`src/slpo_pkg.sv`:
```
// shared constants, types and register codes for the slab page order selector
// no dependencies; the rtl files refer to it by scoped names, the bench imports it
package slpo_pkg;

    localparam int PAGE_BITS            = 12;
    localparam int ORDER_LIMIT          = 11;
    localparam int MAX_OBJECTS_PER_SLAB = 32767;

    localparam int OBJ_W  = 24;
    localparam int RES_W  = 12;
    localparam int ORD_W  = 4;
    localparam int OBJS_W = 8;
    localparam int CPU_W  = 13;

    localparam int NUM_ORDERS = 1 << ORD_W;
    localparam int DIV_W      = PAGE_BITS + NUM_ORDERS;
    localparam int DCNT_W     = $clog2(DIV_W + 1);
    localparam int QUO_W      = $clog2(MAX_OBJECTS_PER_SLAB + 2);
    localparam int MAXO_W     = $clog2(MAX_OBJECTS_PER_SLAB + 1);
    localparam int PROD_W     = OBJ_W + MAXO_W;
    localparam int SCAN_W     = PROD_W - PAGE_BITS;
    localparam int HB_W       = $clog2(SCAN_W + 1);
    localparam int FLS_W      = $clog2(CPU_W + 1);

    localparam int CFG_ADDR_W  = 2;
    localparam int CFG_DATA_W  = 13;
    localparam int IN_TDATA_W  = ((OBJ_W + RES_W + 7) / 8) * 8;
    localparam int OUT_TDATA_W = ((ORD_W + 7) / 8) * 8;

    typedef logic [CFG_ADDR_W-1:0] t_cfg_addr;
    localparam t_cfg_addr REG_MIN_ORDER = 2'd0;
    localparam t_cfg_addr REG_MAX_ORDER = 2'd1;
    localparam t_cfg_addr REG_MIN_OBJS  = 2'd2;
    localparam t_cfg_addr REG_CPU_COUNT = 2'd3;

    // waste grade of one order: lowest limit of 1/16, 1/8, 1/4 that it meets
    typedef logic [1:0] t_grade;
    localparam t_grade GRADE_16  = 2'd0;
    localparam t_grade GRADE_8   = 2'd1;
    localparam t_grade GRADE_4   = 2'd2;
    localparam t_grade GRADE_ANY = 2'd3;

    typedef struct packed {
        logic              start;
        logic [DIV_W-1:0]  dividend;
        logic [DCNT_W-1:0] nbits;
        logic [OBJ_W-1:0]  divisor;
    } t_div_req;

    typedef struct packed {
        logic             busy;
        logic             done;
        logic [QUO_W-1:0] quo;
        logic [OBJ_W-1:0] rem;
    } t_div_rsp;

    typedef struct packed {
        logic             start;
        logic [OBJ_W-1:0] size;
    } t_dir_req;

    typedef struct packed {
        logic            busy;
        logic            done;
        logic [HB_W-1:0] order;
    } t_dir_rsp;

endpackage

```
`src/slpo_div.sv`:
```
// bit-serial restoring divider, one quotient bit per cycle, saturating quotient
// depends on slpo_pkg
module slpo_div (
    input  logic               i_clk,
    input  logic               i_rst_n,
    input  slpo_pkg::t_div_req i_req,
    output slpo_pkg::t_div_rsp o_rsp
);

    logic                          r_busy;
    logic                          r_done;
    logic                          r_sat;
    logic [slpo_pkg::DCNT_W-1:0]   r_cnt;
    logic [slpo_pkg::DIV_W-1:0]    r_num;
    logic [slpo_pkg::OBJ_W-1:0]    r_rem;
    logic [slpo_pkg::OBJ_W-1:0]    r_div;
    logic [slpo_pkg::QUO_W-1:0]    r_quo;
    logic [slpo_pkg::OBJ_W-1:0]    n_rem;
    logic [slpo_pkg::OBJ_W:0]      trial;
    logic [slpo_pkg::OBJ_W:0]      diff;
    logic                          take;

    always_comb begin
        trial = {r_rem, r_num[slpo_pkg::DIV_W-1]};
        diff  = trial - {1'b0, r_div};
        take  = trial >= {1'b0, r_div};
        n_rem = take ? diff[slpo_pkg::OBJ_W-1:0] : trial[slpo_pkg::OBJ_W-1:0];
    end

    always_ff @(posedge i_clk) begin
        if (!i_rst_n) begin
            r_busy <= 1'b0;
            r_done <= 1'b0;
        end else begin
            r_done <= 1'b0;
            if (i_req.start) begin
                r_busy <= 1'b1;
            end else if (r_busy && r_cnt == slpo_pkg::DCNT_W'(1)) begin
                r_busy <= 1'b0;
                r_done <= 1'b1;
            end
        end
    end

    always_ff @(posedge i_clk) begin
        if (i_req.start) begin
            r_num <= i_req.dividend;
            r_cnt <= i_req.nbits;
            r_div <= i_req.divisor;
            r_rem <= '0;
            r_quo <= '0;
            r_sat <= 1'b0;
        end else if (r_busy) begin
            r_num <= {r_num[slpo_pkg::DIV_W-2:0], 1'b0};
            r_cnt <= r_cnt - slpo_pkg::DCNT_W'(1);
            r_rem <= n_rem;
            r_quo <= {r_quo[slpo_pkg::QUO_W-2:0], take};
            r_sat <= r_sat | r_quo[slpo_pkg::QUO_W-1];
        end
    end

    assign o_rsp.busy = r_busy;
    assign o_rsp.done = r_done;
    assign o_rsp.quo  = r_sat ? '1 : r_quo;
    assign o_rsp.rem  = r_rem;

endmodule

```
`src/slpo_direct.sv`:
```
// direct order for very small objects: size times the object limit, then a
// bit-serial scan for the highest set page bit; depends on slpo_pkg
module slpo_direct (
    input  logic               i_clk,
    input  logic               i_rst_n,
    input  slpo_pkg::t_dir_req i_req,
    output slpo_pkg::t_dir_rsp o_rsp
);

    localparam logic [1:0] P_IDLE = 2'd0;
    localparam logic [1:0] P_MUL  = 2'd1;
    localparam logic [1:0] P_SCAN = 2'd2;

    logic [1:0]                   r_phase;
    logic                         r_done;
    logic [slpo_pkg::PROD_W-1:0]  r_prod;
    logic [slpo_pkg::SCAN_W-1:0]  r_x;
    logic [slpo_pkg::HB_W-1:0]    r_h;
    logic [slpo_pkg::HB_W-1:0]    r_order;
    logic [slpo_pkg::PROD_W-1:0]  prod_m1;

    assign prod_m1 = r_prod - slpo_pkg::PROD_W'(1);

    always_ff @(posedge i_clk) begin
        if (!i_rst_n) begin
            r_phase <= P_IDLE;
            r_done  <= 1'b0;
        end else begin
            r_done <= 1'b0;
            case (r_phase)
                P_IDLE: begin
                    if (i_req.start) begin
                        r_phase <= P_MUL;
                    end
                end
                P_MUL: begin
                    r_phase <= P_SCAN;
                end
                P_SCAN: begin
                    if (r_x == '0) begin
                        r_phase <= P_IDLE;
                        r_done  <= 1'b1;
                    end
                end
                default: begin
                    r_phase <= P_IDLE;
                end
            endcase
        end
    end

    always_ff @(posedge i_clk) begin
        case (r_phase)
            P_IDLE: begin
                r_prod <= slpo_pkg::PROD_W'(i_req.size)
                        * slpo_pkg::PROD_W'(slpo_pkg::MAX_OBJECTS_PER_SLAB);
            end
            P_MUL: begin
                r_x <= prod_m1[slpo_pkg::PROD_W-1:slpo_pkg::PAGE_BITS];
                r_h <= '0;
            end
            P_SCAN: begin
                if (r_x == '0) begin
                    r_order <= (r_h == '0) ? '0 : r_h - slpo_pkg::HB_W'(1);
                end else begin
                    r_x <= r_x >> 1;
                    r_h <= r_h + slpo_pkg::HB_W'(1);
                end
            end
            default: begin
                r_h <= '0;
            end
        endcase
    end

    assign o_rsp.busy  = (r_phase != P_IDLE);
    assign o_rsp.done  = r_done;
    assign o_rsp.order = r_order;

endmodule

```
`src/slab_page_order_select.sv`:
```
// slab page order selector: sequencer, per-order tables and stream ports
// depends on slpo_pkg, slpo_div and slpo_direct
//
//  channel   signals                                    moves
//  s_axis    tvalid tready tdata[39:0]                  request: object and reserved bytes
//  m_axis    tvalid tready tdata[7:0] tuser             result: page order, no-fit flag
//  cfg       i_cfg_valid o_cfg_ready i_cfg_addr/data    register write, always ready
//
// each request of nonzero size runs the serial divider once for every order from
// min(lo, top) up to max(lo, top, 10), then scans the per-order tables, runs the
// direct-order unit or picks the fallback order
// reset restores the register defaults and empties the result register
// a finished result waits in the output register; a new request is taken meanwhile
module slab_page_order_select (
    input  logic                                i_clk,
    input  logic                                i_rst_n,
    input  logic                                s_axis_tvalid,
    output logic                                s_axis_tready,
    // object_bytes [23:0], reserved_bytes [35:24]
    input  logic [slpo_pkg::IN_TDATA_W-1:0]     s_axis_tdata,
    output logic                                m_axis_tvalid,
    input  logic                                m_axis_tready,
    // page_order [3:0]
    output logic [slpo_pkg::OUT_TDATA_W-1:0]    m_axis_tdata,
    // no_fit [0]
    output logic                                m_axis_tuser,
    input  logic                                i_cfg_valid,
    output logic                                o_cfg_ready,
    input  slpo_pkg::t_cfg_addr                 i_cfg_addr,
    input  logic [slpo_pkg::CFG_DATA_W-1:0]     i_cfg_data
);

    localparam logic [2:0] S_IDLE   = 3'd0;
    localparam logic [2:0] S_DIV    = 3'd1;
    localparam logic [2:0] S_DECIDE = 3'd2;
    localparam logic [2:0] S_SCAN   = 3'd3;
    localparam logic [2:0] S_DIRECT = 3'd4;
    localparam logic [2:0] S_DONE   = 3'd5;

    logic [2:0]                   r_state;

    logic [slpo_pkg::ORD_W-1:0]   r_min_order;
    logic [slpo_pkg::ORD_W-1:0]   r_max_order;
    logic [slpo_pkg::OBJS_W-1:0]  r_min_objs;
    logic [slpo_pkg::CPU_W-1:0]   r_cpu_count;

    logic [slpo_pkg::OBJ_W-1:0]   r_size;
    logic [slpo_pkg::RES_W-1:0]   r_res;
    logic [slpo_pkg::OBJS_W-1:0]  r_count0;
    logic [slpo_pkg::OBJS_W-1:0]  r_cstar;
    logic [slpo_pkg::ORD_W-1:0]   r_ord;
    logic [slpo_pkg::ORD_W-1:0]   r_end;
    logic                         r_div_start;
    logic                         r_dir_start;
    logic                         r_dir;
    logic [slpo_pkg::QUO_W-1:0]   r_maxq;
    logic                         r_m_found;
    logic [slpo_pkg::ORD_W-1:0]   r_m;
    slpo_pkg::t_grade             r_best_g;
    logic [slpo_pkg::ORD_W-1:0]   r_best_o;
    logic [slpo_pkg::ORD_W-1:0]   r_res_order;
    logic                         r_res_nofit;

    logic                         r_out_valid;
    logic [slpo_pkg::ORD_W-1:0]   r_out_order;
    logic                         r_out_nofit;

    logic [slpo_pkg::QUO_W-1:0]   r_q_tab [slpo_pkg::NUM_ORDERS];
    slpo_pkg::t_grade             r_g_tab [slpo_pkg::NUM_ORDERS];

    slpo_pkg::t_div_req           div_req;
    slpo_pkg::t_div_rsp           div_rsp;
    slpo_pkg::t_dir_req           dir_req;
    slpo_pkg::t_dir_rsp           dir_rsp;

    logic [slpo_pkg::OBJ_W-1:0]   in_size;
    logic [slpo_pkg::RES_W-1:0]   in_res;
    logic [slpo_pkg::FLS_W-1:0]   cpu_fls;
    logic [slpo_pkg::OBJS_W-1:0]  count0;
    logic [slpo_pkg::ORD_W-1:0]   first_ord;
    logic [slpo_pkg::ORD_W-1:0]   last_ord;
    logic [slpo_pkg::DIV_W-1:0]   rem_ext;
    logic [slpo_pkg::DIV_W-1:0]   thr_16;
    logic [slpo_pkg::DIV_W-1:0]   thr_8;
    logic [slpo_pkg::DIV_W-1:0]   thr_4;
    slpo_pkg::t_grade             grade;
    logic                         in_main;
    logic [slpo_pkg::QUO_W-1:0]   q_rd;
    slpo_pkg::t_grade             g_rd;
    logic                         scan_hit;
    logic [slpo_pkg::ORD_W-1:0]   scan_pick;
    logic [slpo_pkg::OBJS_W-1:0]  n_cstar;
    logic                         fall_ok;
    logic                         dir_ok;
    logic                         out_load;

    assign in_size = s_axis_tdata[slpo_pkg::OBJ_W-1:0];
    assign in_res  = s_axis_tdata[slpo_pkg::OBJ_W+slpo_pkg::RES_W-1:slpo_pkg::OBJ_W];

    // object count: min_objs if set, else a default from the processor count
    always_comb begin
        cpu_fls = '0;
        for (int i = 0; i < slpo_pkg::CPU_W; i++) begin
            if (r_cpu_count[i]) begin
                cpu_fls = slpo_pkg::FLS_W'(i + 1);
            end
        end
        if (r_min_objs != '0) begin
            count0 = r_min_objs;
        end else begin
            count0 = (slpo_pkg::OBJS_W'(cpu_fls) + slpo_pkg::OBJS_W'(1)) << 2;
        end
    end

    always_comb begin
        first_ord = (r_min_order < r_max_order) ? r_min_order : r_max_order;
        last_ord  = slpo_pkg::ORD_W'(slpo_pkg::ORDER_LIMIT - 1);
        if (r_max_order > last_ord) begin
            last_ord = r_max_order;
        end
        if (r_min_order > last_ord) begin
            last_ord = r_min_order;
        end
    end

    // slab minus reserved bytes, left aligned for the serial divider
    always_comb begin
        div_req.start    = r_div_start;
        div_req.dividend = {1'b1, {(slpo_pkg::DIV_W-1){1'b0}}}
                         - (slpo_pkg::DIV_W'(r_res)
                            << (slpo_pkg::ORD_W'(slpo_pkg::NUM_ORDERS - 1) - r_ord));
        div_req.nbits    = slpo_pkg::DCNT_W'(slpo_pkg::PAGE_BITS)
                         + slpo_pkg::DCNT_W'(r_ord) + slpo_pkg::DCNT_W'(1);
        div_req.divisor  = r_size;
        dir_req.start    = r_dir_start;
        dir_req.size     = r_size;
    end

    // waste limits are the slab shifted right by four, three and two
    always_comb begin
        rem_ext = slpo_pkg::DIV_W'(div_rsp.rem);
        thr_16  = slpo_pkg::DIV_W'(1) << (slpo_pkg::DCNT_W'(slpo_pkg::PAGE_BITS - 4)
                                          + slpo_pkg::DCNT_W'(r_ord));
        thr_8   = slpo_pkg::DIV_W'(1) << (slpo_pkg::DCNT_W'(slpo_pkg::PAGE_BITS - 3)
                                          + slpo_pkg::DCNT_W'(r_ord));
        thr_4   = slpo_pkg::DIV_W'(1) << (slpo_pkg::DCNT_W'(slpo_pkg::PAGE_BITS - 2)
                                          + slpo_pkg::DCNT_W'(r_ord));
        if (rem_ext <= thr_16) begin
            grade = slpo_pkg::GRADE_16;
        end else if (rem_ext <= thr_8) begin
            grade = slpo_pkg::GRADE_8;
        end else if (rem_ext <= thr_4) begin
            grade = slpo_pkg::GRADE_4;
        end else begin
            grade = slpo_pkg::GRADE_ANY;
        end
        in_main = (r_ord >= r_min_order) && (r_ord <= r_max_order);
    end

    always_comb begin
        q_rd      = r_q_tab[r_ord];
        g_rd      = r_g_tab[r_ord];
        scan_hit  = (q_rd >= slpo_pkg::QUO_W'(r_cstar)) && (g_rd < r_best_g);
        scan_pick = scan_hit ? r_ord : r_best_o;
        n_cstar   = (r_maxq < slpo_pkg::QUO_W'(r_count0))
                  ? slpo_pkg::OBJS_W'(r_maxq) : r_count0;
        fall_ok   = r_m_found && ((r_m <= r_max_order)
                  || ({1'b0, r_m} < (slpo_pkg::ORD_W+1)'(slpo_pkg::ORDER_LIMIT)));
        dir_ok    = (dir_rsp.order <= slpo_pkg::HB_W'(r_max_order))
                  || (dir_rsp.order < slpo_pkg::HB_W'(slpo_pkg::ORDER_LIMIT));
    end

    slpo_div u_div (
        .i_clk   (i_clk),
        .i_rst_n (i_rst_n),
        .i_req   (div_req),
        .o_rsp   (div_rsp)
    );

    slpo_direct u_direct (
        .i_clk   (i_clk),
        .i_rst_n (i_rst_n),
        .i_req   (dir_req),
        .o_rsp   (dir_rsp)
    );

    assign o_cfg_ready = 1'b1;

    always_ff @(posedge i_clk) begin
        if (!i_rst_n) begin
            r_min_order <= '0;
            r_max_order <= slpo_pkg::ORD_W'(3);
            r_min_objs  <= '0;
            r_cpu_count <= slpo_pkg::CPU_W'(4);
        end else if (i_cfg_valid) begin
            case (i_cfg_addr)
                slpo_pkg::REG_MIN_ORDER: r_min_order <= i_cfg_data[slpo_pkg::ORD_W-1:0];
                slpo_pkg::REG_MAX_ORDER: r_max_order <= i_cfg_data[slpo_pkg::ORD_W-1:0];
                slpo_pkg::REG_MIN_OBJS:  r_min_objs  <= i_cfg_data[slpo_pkg::OBJS_W-1:0];
                slpo_pkg::REG_CPU_COUNT: r_cpu_count <= i_cfg_data[slpo_pkg::CPU_W-1:0];
                default: begin
                end
            endcase
        end
    end

    assign s_axis_tready = (r_state == S_IDLE);

    always_ff @(posedge i_clk) begin
        if (!i_rst_n) begin
            r_state     <= S_IDLE;
            r_div_start <= 1'b0;
            r_dir_start <= 1'b0;
        end else begin
            r_div_start <= 1'b0;
            r_dir_start <= 1'b0;
            case (r_state)
                S_IDLE: begin
                    if (s_axis_tvalid) begin
                        r_size    <= in_size;
                        r_res     <= in_res;
                        r_count0  <= count0;
                        r_ord     <= first_ord;
                        r_end     <= last_ord;
                        r_dir     <= 1'b0;
                        r_maxq    <= '0;
                        r_m_found <= 1'b0;
                        r_m       <= '0;
                        if (in_size == '0) begin
                            r_res_order <= '0;
                            r_res_nofit <= 1'b1;
                            r_state     <= S_DONE;
                        end else begin
                            r_div_start <= 1'b1;
                            r_state     <= S_DIV;
                        end
                    end
                end
                S_DIV: begin
                    if (div_rsp.done) begin
                        if (r_ord == r_min_order) begin
                            r_dir <= div_rsp.quo
                                   > slpo_pkg::QUO_W'(slpo_pkg::MAX_OBJECTS_PER_SLAB);
                        end
                        if (in_main && grade != slpo_pkg::GRADE_ANY
                                && div_rsp.quo > r_maxq) begin
                            r_maxq <= div_rsp.quo;
                        end
                        if (r_ord >= r_min_order && div_rsp.quo != '0 && !r_m_found) begin
                            r_m_found <= 1'b1;
                            r_m       <= r_ord;
                        end
                        if (r_ord == r_end) begin
                            r_state <= S_DECIDE;
                        end else begin
                            r_ord       <= r_ord + slpo_pkg::ORD_W'(1);
                            r_div_start <= 1'b1;
                        end
                    end
                end
                S_DECIDE: begin
                    if (r_dir) begin
                        r_dir_start <= 1'b1;
                        r_state     <= S_DIRECT;
                    end else if (n_cstar >= slpo_pkg::OBJS_W'(2)) begin
                        r_cstar  <= n_cstar;
                        r_ord    <= r_min_order;
                        r_best_g <= slpo_pkg::GRADE_ANY;
                        r_best_o <= r_min_order;
                        r_state  <= S_SCAN;
                    end else begin
                        r_res_order <= fall_ok ? r_m : '0;
                        r_res_nofit <= !fall_ok;
                        r_state     <= S_DONE;
                    end
                end
                S_SCAN: begin
                    if (scan_hit) begin
                        r_best_g <= g_rd;
                        r_best_o <= r_ord;
                    end
                    if (r_ord == r_max_order) begin
                        r_res_order <= scan_pick;
                        r_res_nofit <= 1'b0;
                        r_state     <= S_DONE;
                    end else begin
                        r_ord <= r_ord + slpo_pkg::ORD_W'(1);
                    end
                end
                S_DIRECT: begin
                    if (dir_rsp.done) begin
                        r_res_order <= dir_ok ? slpo_pkg::ORD_W'(dir_rsp.order) : '0;
                        r_res_nofit <= !dir_ok;
                        r_state     <= S_DONE;
                    end
                end
                S_DONE: begin
                    if (out_load) begin
                        r_state <= S_IDLE;
                    end
                end
                default: begin
                    r_state <= S_IDLE;
                end
            endcase
        end
    end

    // per-order capacity and waste grade
    always_ff @(posedge i_clk) begin
        if (r_state == S_DIV && div_rsp.done) begin
            r_q_tab[r_ord] <= div_rsp.quo;
            r_g_tab[r_ord] <= grade;
        end
    end

    assign out_load = (r_state == S_DONE) && (!r_out_valid || m_axis_tready);

    always_ff @(posedge i_clk) begin
        if (!i_rst_n) begin
            r_out_valid <= 1'b0;
        end else if (out_load) begin
            r_out_valid <= 1'b1;
        end else if (m_axis_tready) begin
            r_out_valid <= 1'b0;
        end
    end

    always_ff @(posedge i_clk) begin
        if (out_load) begin
            r_out_order <= r_res_order;
            r_out_nofit <= r_res_nofit;
        end
    end

    assign m_axis_tvalid = r_out_valid;
    assign m_axis_tdata  = slpo_pkg::OUT_TDATA_W'(r_out_order);
    assign m_axis_tuser  = r_out_nofit;

    a_nofit_order_zero: assert property (@(posedge i_clk) disable iff (!i_rst_n)
        (m_axis_tvalid && m_axis_tuser) |-> (r_out_order == '0))
        else $error("no-fit result carries a nonzero order");

    a_div_start_idle: assert property (@(posedge i_clk) disable iff (!i_rst_n)
        div_req.start |-> !div_rsp.busy)
        else $error("divider restarted while busy");

    a_units_idle: assert property (@(posedge i_clk) disable iff (!i_rst_n)
        (r_state == S_IDLE) |-> (!div_rsp.busy && !dir_rsp.busy))
        else $error("request taken while a unit is still busy");

endmodule

```
`config.mk`:
```
export PLATFORM = sky130hd
export DESIGN_NAME = slab_page_order_select
export DESIGN_NICKNAME = d
export VERILOG_FILES = /design/src/slpo_pkg.sv /design/src/slpo_div.sv /design/src/slpo_direct.sv /design/src/slab_page_order_select.sv
export SDC_FILE = /design/constraint.sdc
export NUM_CORES = 1
export LEC_CHECK = 0
export ABC_AREA = 0
export ABC_CLOCK_PERIOD_IN_PS = 12800
export BUFFER_PORTS_ARGS = -buffer_cell sky130_fd_sc_hd__buf_2
export CAP_MARGIN = 20
export CORE_MARGIN = 3
export CORE_UTILIZATION = 43
export CTS_CLUSTER_DIAMETER = 40
export DETAILED_ROUTE_END_ITERATION = 10
export PLACE_DENSITY_LB_ADDON = 0.12
export SLEW_MARGIN = 20
export SYNTH_ARGS = -nofsm -noshare
export SYNTH_HDL_FRONTEND = slang
export SYNTH_HIERARCHICAL = 1
export SYNTH_SLANG_ARGS = --single-unit
```
`constraint.sdc`:
```
create_clock -name i_clk -period 12.8 [get_ports i_clk]
set_clock_uncertainty 0.2 [all_clocks]
set_input_delay 1.28 -clock i_clk [delete_from_list [all_inputs] [get_ports i_clk]]
set_output_delay 1.28 -clock i_clk [all_outputs]
set_load 0.02 [all_outputs]
```
==> flow_summary.yaml, run 1 <==
status:
  status: "finished, final reports clean"
grt:
  grt-ovfl-total: 0
  grt_pass1_vias: 24877
  antenna_found_initial: 2
  grt_max_degree: 52
  grt_usage_pct: 20.6
  grt_pass1_wl_um: 143000
place:
  place_hpwl_um: 66900
  portBuffers: 62
  gp_congestion: 0.870
  dp.cells: 4206
  placed_cell_area_um2: 38300
final_layout:
  drive_above_1_share_pct: 13.1
  multi_input_area_um2: 17800
  final_area_um2: 41500
  ff_latch_area_um2: 17300
  num-nets-final: 3663
  area_growth_pct: 12.3
  final_cell_count_no_fill: 4380
  mostFrequentLayoutCell: "edfxtp_1"
  layout_common_cells: "519 x edfxtp_1, 336 x inv_1, 259 x ha_1"
  n_fill_cell: 7549
timing:
  grt_setup_unrepaired: "no"
  worst_pin_slew_ns: 1.09
  final-setup-viol-count: 0
  max_freq_mhz: 143
  fin_crit_sh_pct: 54.7
  slew_viol_final: 0
  finalSetupTns_ns: 0
  hold_violations: 0
  fin_crit_ns: 7.00
  relSlewSlack_pct: 27.2
clocking:
  cts_tree: "done"
  clock_latency_ns: 0.65
  cts_root_buf: "clkbuf_16"
  numCtsBuffers: 92
  ctsHoldBuffers: 0
  cts_buffer_depth: 3
  cts.htree.levels: 3
  ctsResizeCount: 0
  cts_sinks: 604
  clk_pin_slew_worst_paths_ns: 0.05
  cts_setup_buffers: 0
detailed_routing:
  drt_iter0_markers: 1754
  num_vias: 23959
  drcViolationCount: 0
  dr.pass1.iters: 6
  drt-wirelength-per-cell_um: 20.9
  drt_wl_total_um: 91700
  ant_nets: 0
  viasPerCell: 5.47
logic_synthesis:
  syn_area_per_cell_um2: 12.0
  syn_area_um2: 37000
  synthCells: 3090
  yosys_warnings: 6
floorplanning:
  die_x_um: 299
  fp.dieH_um: 299
  initial_core_util_pct: 43.8
  ioPinCount: 72
  fp-row-count: 106
  coreArea_um2: 84400
  die-area_um2: 89500
run:
  maxCapViolations: 0
worst_setup_path:
  required_ns: 12.99
  critPathKind: "reg -> reg"
  cp_num_buf_inv: 6
  worstPathCellList: "inv_1, fa_1, inv_1, fa_1, inv_1, fa_1, inv_1, fa_1, fa_1, inv_1, fa_1, inv_1, ha_1, nand2_1, nor3b_1, nor3b_1, o21a_1, o2111a_1, o221ai_1, nand3_1, or3b_1"
  cp-start-kind: "flop"
  max_stage_delay_ns: 0.64
  worstPathArrival_ns: 7.19
  slowest_stage: "fa_1"
  crit_fanout: 5
  endpoint_kind: "flop"
  path_delay_family: "adder cells"
worst_hold_path:
  hold_class: "reg -> reg"
==> sequential cells by signal, summed over array words and instances, names as in the netlist, 8 cells and up, named ones only <==
name / cells
r_count0: 8
r_cpu_count: 13
r_cstar: 8
r_g_tab: 32
r_maxq: 16
r_min_objs: 8
r_q_tab: 256
r_res: 12
r_size: 24
u_direct/r_prod: 39
u_direct/r_x: 27
u_div/r_div: 24
u_div/r_num: 28
u_div/r_quo: 16
u_div/r_rem: 24
==> layout make-up <==
type                       instances  area share, %
antenna                            1        0.00603
clock buffer                     107           5.80
clock inverter                    65           1.77
inverter                         339           3.07
multi-input combinational       2042           43.0
sequential                       604           41.7
tap                             1134           3.42
timing repair buffer              88           1.27
==> worst paths after layout <==
kind | endpoint | from | depth (start not counted) | slack, ns
worst max-delay path | u_direct/r_prod[37] | r_size[3] | 21 | 5.80
worst max register to register | u_direct/r_prod[37] | r_size[3] | 21 | 5.80
worst min register to register | r_out_order[2] | r_res_order[2] | 0 | 0.22
worst min-delay path | r_out_order[2] | r_res_order[2] | 0 | 0.22
==> per-layer routing <==
metal / global-route usage [%] / part of all wire (%) / routed length (um) / vias to the layer above
met5: 0 / 0.020 / 18 / -
met4: 6.20 / 2.5 / 2310 / 2
met3: 3.11 / 4.6 / 4190 / 152
met2: 34.8 / 48 / 44300 / 542
met1: 27.5 / 45 / 40900 / 11908
li1: - / - / - / 11355
==> per-stage QoR <==
| stage | setup WS [ns] | hold slack, ns | utilization [%] |
|---|---|---|---|
| 5_1_grt | 5.30 | 0.228 | 49.2 |
| 3_5_place_dp | 5.80 | 0.223 | 45.4 |
| 2_1_floorplan | 6.57 | 0.200 | - |
| 3_3_place_gp | 5.76 | 0.215 | 45.4 |
| 4_1_cts | 5.77 | 0.229 | 49.2 |
| 6_report | 5.80 | 0.224 | 49.2 |
Power of run 1 is not shown: default switching activity piles up to over one toggle a cycle in this logic, so the estimate is an artifact.
==> run 2: changes to the inputs <==
--- a/config.mk
+++ b/config.mk
@@ -6,7 +6,7 @@
 export NUM_CORES = 1
 export LEC_CHECK = 0
 export ABC_AREA = 0
-export ABC_CLOCK_PERIOD_IN_PS = 12800
+export ABC_CLOCK_PERIOD_IN_PS = 7200
 export BUFFER_PORTS_ARGS = -buffer_cell sky130_fd_sc_hd__buf_2
 export CAP_MARGIN = 20
 export CORE_MARGIN = 3
==> constraint.sdc (replaced) <==
create_clock -name i_clk -period 7.2 [get_ports i_clk]
set_clock_uncertainty 0.2 [all_clocks]
set_input_delay 0.72 -clock i_clk [delete_from_list [all_inputs] [get_ports i_clk]]
set_output_delay 0.72 -clock i_clk [all_outputs]
set_load 0.02 [all_outputs]
==> flow_summary.yaml, run 2 (same netlist as run 1, synthesis figures left out) <==
floorplanning:
  ioPinCount: 72
  coreArea_um2: 84400
  die_x_um: 299
  die-area_um2: 89500
  initial_core_util_pct: 43.8
  fp-row-count: 106
  fp.dieH_um: 299
timing:
  relSlewSlack_pct: 26.5
  final-setup-viol-count: 0
  grt_setup_unrepaired: "no"
  setup_slack_ns: 0.505
  fin_crit_sh_pct: 93.0
  hold_violations: 0
  slew_viol_final: 0
  finalSetupTns_ns: 0
  max_freq_mhz: 149
  worst_pin_slew_ns: 1.10
  fin_crit_ns: 6.69
worst_setup_path:
  worstPathCellList: "inv_1, fa_1, inv_1, fa_1, inv_1, fa_1, inv_1, fa_1, fa_1, inv_1, fa_1, inv_1, ha_1, nand2_1, nor3b_1, nor3b_1, o21a_1, o2111a_1, o221ai_1, nand3_1, or3b_1"
  reg2reg_from: "r_size[3]"
  max_stage_delay_ns: 0.60
  worstPathArrival_ns: 6.89
  cp-start-kind: "flop"
  endpoint_kind: "flop"
  critPathKind: "reg -> reg"
  crit_fanout: 5
  regToRegEndpoint: "u_direct/r_prod[37]"
  ff2ff_setup_slack_ns: 0.51
  slowest_stage: "fa_1"
  required_ns: 7.39
  reg2regPathDepth: 21
grt:
  grt_max_degree: 79
  grt-ovfl-total: 0
  grt_usage_pct: 20.7
  antenna_found_initial: 2
  grt_pass1_vias: 24782
  grt_pass1_wl_um: 143000
final_layout:
  final_util_pct: 49.4
  reg_top3: "r_q_tab (256), u_direct/r_prod (39), r_g_tab (32)"
  num-nets-final: 3673
  layout_common_cells: "519 x edfxtp_1, 336 x inv_1, 259 x ha_1"
  largest_reg_flops: 256
  mostFrequentLayoutCell: "edfxtp_1"
  largest-register: "r_q_tab"
  insertedDiodeCount: 0
  n_fill_cell: 7499
  drive_above_1_share_pct: 13.4
  area_growth_pct: 12.9
clocking:
  ctsHoldBuffers: 0
  clock_latency_ns: 0.65
  cts_buffer_depth: 3
  cts_tree: "done"
  cts_setup_buffers: 0
  cts_root_buf: "clkbuf_16"
  cts_sinks: 604
  numCtsBuffers: 95
  cts.htree.levels: 3
  clk_pin_slew_worst_paths_ns: 0.06
  ctsResizeCount: 0
status:
  status: "finished, final reports clean"
detailed_routing:
  drt_wl_total_um: 92400
  drt_iter0_markers: 1637
  viasPerCell: 5.49
  dr.pass1.iters: 7
  drcViolationCount: 0
  num_vias: 24124
  drt-wirelength-per-cell_um: 21.0
  ant_nets: 0
place:
  dp_slack_ns: 0.453
  place_hpwl_um: 68100
  portBuffers: 62
  gp_congestion: 0.869
worst_hold_path:
  min_from: "s_axis_tdata[27]"
  whs_endpoint: "r_res[3]"
  whs_path_depth: 1
  hold_class: "in -> reg"
run:
  maxCapViolations: 0
-- run 2: changes by cell type in the layout (fill, tap and decap cells not counted), moves of 4 or more --
| cell | previous run | this run |
|---|---|---|
| clkbuf_1 | 10 | 6 |
| inv_8 | 1 | 5 |
| and3_2 | 12 | 7 |
| clkbuf_16 | 92 | 102 |
| and3_1 | 22 | 27 |
| buf_4 | 25 | 33 |
| clkinv_4 | 9 | 4 |
-- run 2: critical path: cells and delay by family, from the launching register on --
kind / cells / cell delay (ns)
fa+ha+maj: 7 / 3.56
buf+inv: 6 / 0.43
flops: 1 / 0.39
compound gates: 3 / 0.70
simple gates: 5 / 1.15
-- run 2: worst max-delay path by stage --
stage / startpoint / end / depth (start not counted)
4_1_cts: r_size[3] / u_direct/r_prod[37] / 21
3_3_place_gp: r_size[3] / u_direct/r_prod[37] / 21
6_report: r_size[3] / u_direct/r_prod[37] / 21
2_1_floorplan: r_size[9] / u_direct/r_prod[37] / 19
3_5_place_dp: r_size[3] / u_direct/r_prod[37] / 21
5_1_grt: r_size[3] / u_direct/r_prod[37] / 21
-- run 2: layer usage --
metal | track usage [%] | wire, um
met3 | 3.38 | 4500
met2 | 34.3 | 44400
met4 | 7.30 | 2740
met5 | 0 | 26
met1 | 27.5 | 40700
-- run 2: final cells by class --
cell class / count / area [um^2] / share of cell area, %
multi-input cells: 2042 / 17800 / 42.8
inverters: 339 / 1270 / 3.05
flip-flops and latches: 604 / 17300 / 41.5
clock buffers: 111 / 2620 / 6.27
well taps: 1134 / 1420 / 3.40
clock inverters: 67 / 714 / 1.71
repair buffers: 95 / 558 / 1.34
-- run 2: per-stage QoR --
step	hold WS, ns	instances	cell area (um^2)
6_report	0.0477	4392	41700
4_1_cts	0.00301	4391	41700
5_1_grt	0.0167	4392	41700
2_1_floorplan	0.200	3102	37000
3_3_place_gp	0.257	4213	38400
3_5_place_dp	0.234	4213	38400
Power of run 2 is left out for the same reason.
